## src/rtl/core/tcw_pkg.sv

```systemverilog
// Package for the text console writer: payload structs, state and op codes,
// register indexes, store sizes and the clamp helpers for columns and rows.
// Depends on nothing; every module of the block imports it.
package tcw_pkg;

   localparam int MAX_COLUMNS = 128;
   localparam int MAX_ROWS    = 32;
   localparam int STORE_CELLS = MAX_COLUMNS * MAX_ROWS;

   localparam int COL_W  = 8;
   localparam int ROW_W  = 6;
   localparam int ATTR_W = 8;
   localparam int CHAR_W = 8;
   localparam int POS_W  = 12;
   localparam int ADDR_W = $clog2(STORE_CELLS);
   localparam int CELL_W = ADDR_W + 1;
   localparam int DATA_W = ATTR_W + CHAR_W;
   localparam int CSR_IDX_W = 2;

   localparam int DIV_STEPS = POS_W;
   localparam int DIV_CNT_W = $clog2(DIV_STEPS);

   localparam logic [CHAR_W-1:0] CODE_NEWLINE = 8'h0A;
   localparam logic [CHAR_W-1:0] CODE_SPACE   = 8'h20;

   localparam logic [COL_W-1:0]  RESET_COLUMNS = 8'd80;
   localparam logic [ROW_W-1:0]  RESET_ROWS    = 6'd25;
   localparam logic [ATTR_W-1:0] RESET_ATTR    = 8'h07;

   localparam logic [CSR_IDX_W-1:0] CSR_COLUMNS = 2'd0;
   localparam logic [CSR_IDX_W-1:0] CSR_ROWS    = 2'd1;
   localparam logic [CSR_IDX_W-1:0] CSR_ATTR    = 2'd2;

   typedef enum logic [1:0] {
      OP_PUT_CHAR   = 2'd0,
      OP_SET_CURSOR = 2'd1,
      OP_CLEAR      = 2'd2,
      OP_READ_CELL  = 2'd3
   } op_type;

   typedef enum logic [3:0] {
      ST_INIT,
      ST_IDLE,
      ST_DIV,
      ST_PLACE,
      ST_READ,
      ST_COPY,
      ST_FILL,
      ST_CLEAR,
      ST_DONE
   } state_type;

   typedef struct packed {
      op_type            op;
      logic [CHAR_W-1:0] char_code;
      logic [POS_W-1:0]  position;
   } req_payload_type;

   typedef struct packed {
      logic [POS_W-1:0]  cursor_pos;
      logic              scrolled;
      logic [CHAR_W-1:0] cell_char;
      logic [ATTR_W-1:0] cell_attr;
   } rsp_payload_type;

   typedef struct packed {
      logic              we;
      logic [ADDR_W-1:0] addr;
      logic [DATA_W-1:0] data;
   } store_wr_type;

   function automatic logic [COL_W-1:0] used_columns(input logic [COL_W-1:0] cols);
      logic [COL_W-1:0] res;
      res = cols;
      if (cols == '0) res = COL_W'(1);
      else if (cols > COL_W'(MAX_COLUMNS)) res = COL_W'(MAX_COLUMNS);
      return res;
   endfunction

   function automatic logic [ROW_W-1:0] used_rows(input logic [ROW_W-1:0] rws);
      logic [ROW_W-1:0] res;
      res = rws;
      if (rws == '0) res = ROW_W'(1);
      else if (rws > ROW_W'(MAX_ROWS)) res = ROW_W'(MAX_ROWS);
      return res;
   endfunction

   function automatic logic [CELL_W-1:0] cells_in_use(input logic [COL_W-1:0] cols,
                                                       input logic [ROW_W-1:0] rws);
      logic [COL_W+ROW_W-1:0] prod;
      prod = cols * rws;
      return prod[CELL_W-1:0];
   endfunction

endpackage

```

## src/rtl/core/tcw_divider.sv

```systemverilog
// Iterative remainder unit: one restoring step per cycle over the cursor bits.
// Depends on tcw_pkg for widths and the step count.
module tcw_divider (
   input  logic                     clock,
   input  logic                     reset,
   input  logic                     start,
   input  logic [tcw_pkg::POS_W-1:0] dividend,
   input  logic [tcw_pkg::COL_W-1:0] divisor,
   output logic                     done,
   output logic [tcw_pkg::COL_W-1:0] remainder
);
   import tcw_pkg::*;

   logic                 busy_ff, busy_in;
   logic                 done_ff, done_in;
   logic [DIV_CNT_W-1:0] cnt_ff, cnt_in;
   logic [POS_W-1:0]     dvd_ff, dvd_in;
   logic [COL_W-1:0]     dsr_ff, dsr_in;
   logic [COL_W-1:0]     rem_ff, rem_in;
   logic [COL_W:0]       trial;

   always_ff @(posedge clock) begin
      if (reset) begin
         busy_ff <= 1'b0;
         done_ff <= 1'b0;
      end else begin
         busy_ff <= busy_in;
         done_ff <= done_in;
      end
   end

   always_ff @(posedge clock) begin
      cnt_ff <= cnt_in;
      dvd_ff <= dvd_in;
      dsr_ff <= dsr_in;
      rem_ff <= rem_in;
   end

   always_comb begin
      busy_in = busy_ff;
      done_in = 1'b0;
      cnt_in  = cnt_ff;
      dvd_in  = dvd_ff;
      dsr_in  = dsr_ff;
      rem_in  = rem_ff;
      trial   = {rem_ff, dvd_ff[POS_W-1]};
      if (start) begin
         busy_in = 1'b1;
         cnt_in  = '0;
         dvd_in  = dividend;
         dsr_in  = divisor;
         rem_in  = '0;
      end else if (busy_ff) begin
         if (trial >= {1'b0, dsr_ff}) begin
            rem_in = COL_W'(trial - {1'b0, dsr_ff});
         end else begin
            rem_in = trial[COL_W-1:0];
         end
         dvd_in = {dvd_ff[POS_W-2:0], 1'b0};
         cnt_in = cnt_ff + DIV_CNT_W'(1);
         if (cnt_ff == DIV_CNT_W'(DIV_STEPS - 1)) begin
            busy_in = 1'b0;
            done_in = 1'b1;
         end
      end
   end

   assign done      = done_ff;
   assign remainder = rem_ff;

endmodule

```

## config.mk

```make
export PLATFORM = sky130hd
export DESIGN_NAME = tcw_divider
export DESIGN_NICKNAME = d
export VERILOG_FILES = /design/src/rtl/core/tcw_pkg.sv /design/src/rtl/core/tcw_divider.sv
export SDC_FILE = /design/constraint.sdc
export NUM_CORES = 1
export LEC_CHECK = 0
export BUFFER_PORTS_ARGS = -buffer_cell sky130_fd_sc_hd__buf_2
export CAP_MARGIN = 10
export CORE_MARGIN = 10
export CORE_UTILIZATION = 48
export DETAILED_ROUTE_END_ITERATION = 6
export MAX_ROUTING_LAYER = met4
export PLACE_DENSITY_LB_ADDON = 0.2
export SYNTH_ARGS = -nofsm -noshare
export SYNTH_HDL_FRONTEND = slang
export SYNTH_SLANG_ARGS = --single-unit
```

## constraint.sdc

```tcl
create_clock -name clock -period 2 [get_ports clock]
set_input_delay 0.4 -clock clock [delete_from_list [all_inputs] [get_ports clock]]
set_output_delay 0.4 -clock clock [all_outputs]
set_load 0.01 [all_outputs]
```

==> impl_metrics.py <==
metrics = {
    "status": {
        "run_status": "finished, final reports clean",
    },
    "power_and_ir_drop": {
        "total_leakage_power_nw": 0.967,
        "pwr-share-clk_pct": 33.8,
        "comb_power_share_pct": 20.4,
        "p_per_area_nw_per_um2": 789,
        "ir_worst_vdd_uv": 539,
        "switchingPower_uw": 472,
        "p_sw_share_pct": 26.0,
        "power_report.internal_total_mw": 1.35,
        "power_frac_seq_pct": 45.8,
    },
    "place": {
        "dpl.hpwl_um": 3200,
        "place.port_buffers": 31,
        "gp_congestion": 0.895,
        "place.detailed.instances": 251,
    },
    "yosys": {
        "synth.cell_area_um2": 1820,
        "ys_dominant_reg_cell": "edfxtp_1",
        "synth_fp_nets": 198,
        "dominant_combinational_cell_family_by_area_after_synthesis": "compound AO/OA/AOI/OAI gates",
        "netlist_top_cells_area": "edfxtp_1, dfxtp_1, mux2_2",
        "synthesized_area_fraction_occupied_by_xor_and_xnor_cells_pct": 2.40,
        "sequential_cell_area_fraction_in_the_yosys_report_pct": 48.4,
        "synth_enable_flop_cells": 20,
        "post_syn_instances": 165,
        "synth_cell_types": 45,
        "synth_compound_area_share_pct": 16.8,
        "number_of_register_bits_inferred_by_synthesis": 34,
        "post-synth-top-area-cell": "edfxtp_1",
        "synth_top_cell_area_share_pct": 33.0,
        "synth.yosys.warnings": 0,
        "yosys.area_share.simple_pct": 14.1,
        "asyncSetResetFlopFracSynth_pct": 0,
        "yosys-mux-area-fraction_pct": 7.35,
        "synthesis.area_per_instance_um2": 11.0,
        "adder_cell_share_of_the_synthesized_area_pct": 7.28,
    },
    "drt": {
        "drt-vias-per-instance": 5.61,
        "route.detailed.drc": 0,
        "ant_nets": 0,
        "drt_iter0_markers": 121,
        "avgRoutedWirePerCell_um": 16.8,
        "vias": 1475,
        "pre_repair_dr_iteration_count": 4,
        "wirelength_um": 4410,
    },
    "setup_path": {
        "worst_ep_arrival_time_ns": 2.13,
        "r2r_start": "dsr_ff[1]",
        "cpPeakStageDelay_ns": 0.40,
        "cp-start-kind": "register",
        "worst_ep_required_time_ns": 2.16,
        "setup.worst_path.end_class": "register",
        "cp_cell_sequence": "inv_1 > ha_4 > and2b_2 > o2111ai_4 > a31oi_4 > buf_4 > nor4_1 > a211oi_1",
        "worstPathMaxFanout": 6,
        "worst-setup-path-type": "reg -> reg",
        "worst_path_max_delay_cell": "edfxtp_1",
        "setup_crit_start": "dsr_ff[1]",
    },
    "floorplan": {
        "die_h_um": 81.6,
        "die_w_um": 81.6,
        "num_io_pins": 32,
        "start_util_pct": 49.8,
        "core_area_um2": 3660,
        "die_area_um2": 6660,
        "std_cell_rows": 22,
    },
    "cells_and_area": {
        "nFillCells": 295,
        "finalCoreUtilization_pct": 63.0,
        "final_cell_mix": "buf_2, edfxtp_1, inv_1, buf_4, dfxtp_1",
        "layout-drive-gt1-share_pct": 36.3,
        "final_common_cell": "buf_2",
        "stdcell_count": 263,
        "nNetsFinal": 247,
        "antenna_diode_count": 0,
        "area_growth_pct": 26.5,
    },
    "global_route": {
        "antenna_found_initial": 0,
        "overflow": 0,
        "grt_first_pass_wirelength_um": 6720,
        "grt_pass1_vias": 1464,
        "track_usage_pct": 13.5,
        "grt_start_max_net_pins": 24,
    },
    "timing": {
        "finalSetupViolations": 0,
        "max_slew_margin_pct": 68.6,
        "final.hold.worst_slack_ns": 0.286,
        "hold_viol_final": 0,
        "period_share_pct": 98.6,
        "timing.clock.skew_ns": 0.00825,
        "max_freq_mhz": 507,
        "layout_min_cycle_time_ns": 1.97,
        "timing_worst_slew_pin_value_ns": 0.469,
        "fin_setup_tns_ns": 0,
        "timing.final.max_slew_violations": 0,
    },
    "hold_path": {
        "min_path_type": "in -> reg",
        "holdCritStartpoint": "reset",
    },
    "clock_tree": {
        "tritoncts.num_buffers": 5,
        "ctsLongestPathBuffers": 2,
        "clkSlewWorstSetupHoldPaths_ns": 0.07,
        "cts_tree": "yes",
        "clock_sink_count": 34,
        "clk-insertion-delay-late_ns": 0.29,
        "cts-htree-levels": 2,
        "cts-hold-fix-buffers": 0,
        "cts_root_buffer": "clkbuf_8",
    },
    "job": {
        "maxCapViolations": 0,
    },
}
==> worst paths after layout <==
check	slack [ns]	endpoint	cells past startpoint
setup / recovery	0.03	remainder[2]	8
hold / removal	0.29	busy_ff	2
setup reg to reg	0.03	remainder[2]	8
hold reg to reg	0.51	done	2
==> sequential cells by signal, indices dropped and copies added, names as in the netlist <==
register	cells
cnt_ff	4
done	1
remainder	8
dsr_ff	8
dvd_ff	12
busy_ff	1
==> power groups by stage <==
stage / Sequential (mW) / Clock, mW / Combinational [mW]
6_report: 0.833 / 0.614 / 0.372
5_1_grt: 0.839 / 0.652 / 0.409
2_1_floorplan: 0.841 / 0 / 0.214
3_5_place_dp: 0.845 / 0 / 0.330
4_1_cts: 0.830 / 0.620 / 0.338
3_3_place_gp: 0.842 / 0 / 0.317
==> cell families after synthesis <==
group | after synthesis
buffers and inverters | 18
AOI/OAI and AO/OA | 37
adders and majority gates | 10
and+or+nand+nor | 49
xor gates and xnor gates | 5
DFF | 34
muxes | 12
==> timing repair <==
item                                    in CTS  in global routing
endpoints found under the setup margin       1                  7
pin swaps                                    0                  7
setup buffers                                0                  4
gates resized for setup                      1                 12
==> cells in the mapped netlist, types with 3 or more instances <==
library cell and count:
inv_1 14, nor3_1 3, xor2_1 4, ha_1 9, nand2b_1 4, and2_1 3, mux2_2 11, nor2_1 11
a21oi_1 6, edfxtp_1 20, dfxtp_1 14, nand2_1 11, o211ai_1 6, nand3_1 4, o21ai_0 4
==> per-stage QoR <==
stage | cell area (µm²) | total power [mW] | setup WS [ns]
floorplan | 1820 | 1.05 | 0.127
global placement | 2100 | 1.16 | 0.0773
detailed placement | 2100 | 1.17 | 0.00730
CTS | 2220 | 1.79 | 0.0266
global route | 2300 | 1.90 | -0.0496
finish | 2300 | 1.82 | 0.0283
==> per-layer routing <==
| metal | track usage [%] | share of wire [%] | vias to the layer above |
|---|---|---|---|
| met5 | - | 0 | - |
| met2 | 23.1 | 54 | 36 |
| met4 | 5.78 | 2.3 | 0 |
| li1 | - | - | 711 |
| met3 | 3.49 | 3.5 | 11 |
| met1 | 14.4 | 41 | 717 |
==> cell type report <==
cell class / count / area (µm²) / area share, %
Timing Repair Buffer: 46 / 272 / 11.8
Multi-Input combinational cell: 113 / 931 / 40.4
Tap cell: 48 / 60.1 / 2.61
Clock inverter: 2 / 33.8 / 1.47
Sequential cell: 34 / 883 / 38.3
Inverter: 14 / 52.6 / 2.28
Clock buffer: 6 / 72.6 / 3.15
==> worst max-delay path: cells and delay by family, from the launching register on <==
family | cells | cell delay, ns
compound gates | 3 | 0.51
simple gates | 2 | 0.44
flops | 1 | 0.40
buf+inv | 2 | 0.28
fa+ha+maj | 1 | 0.21
No activity file was read; power rests on OpenSTA's default activity.
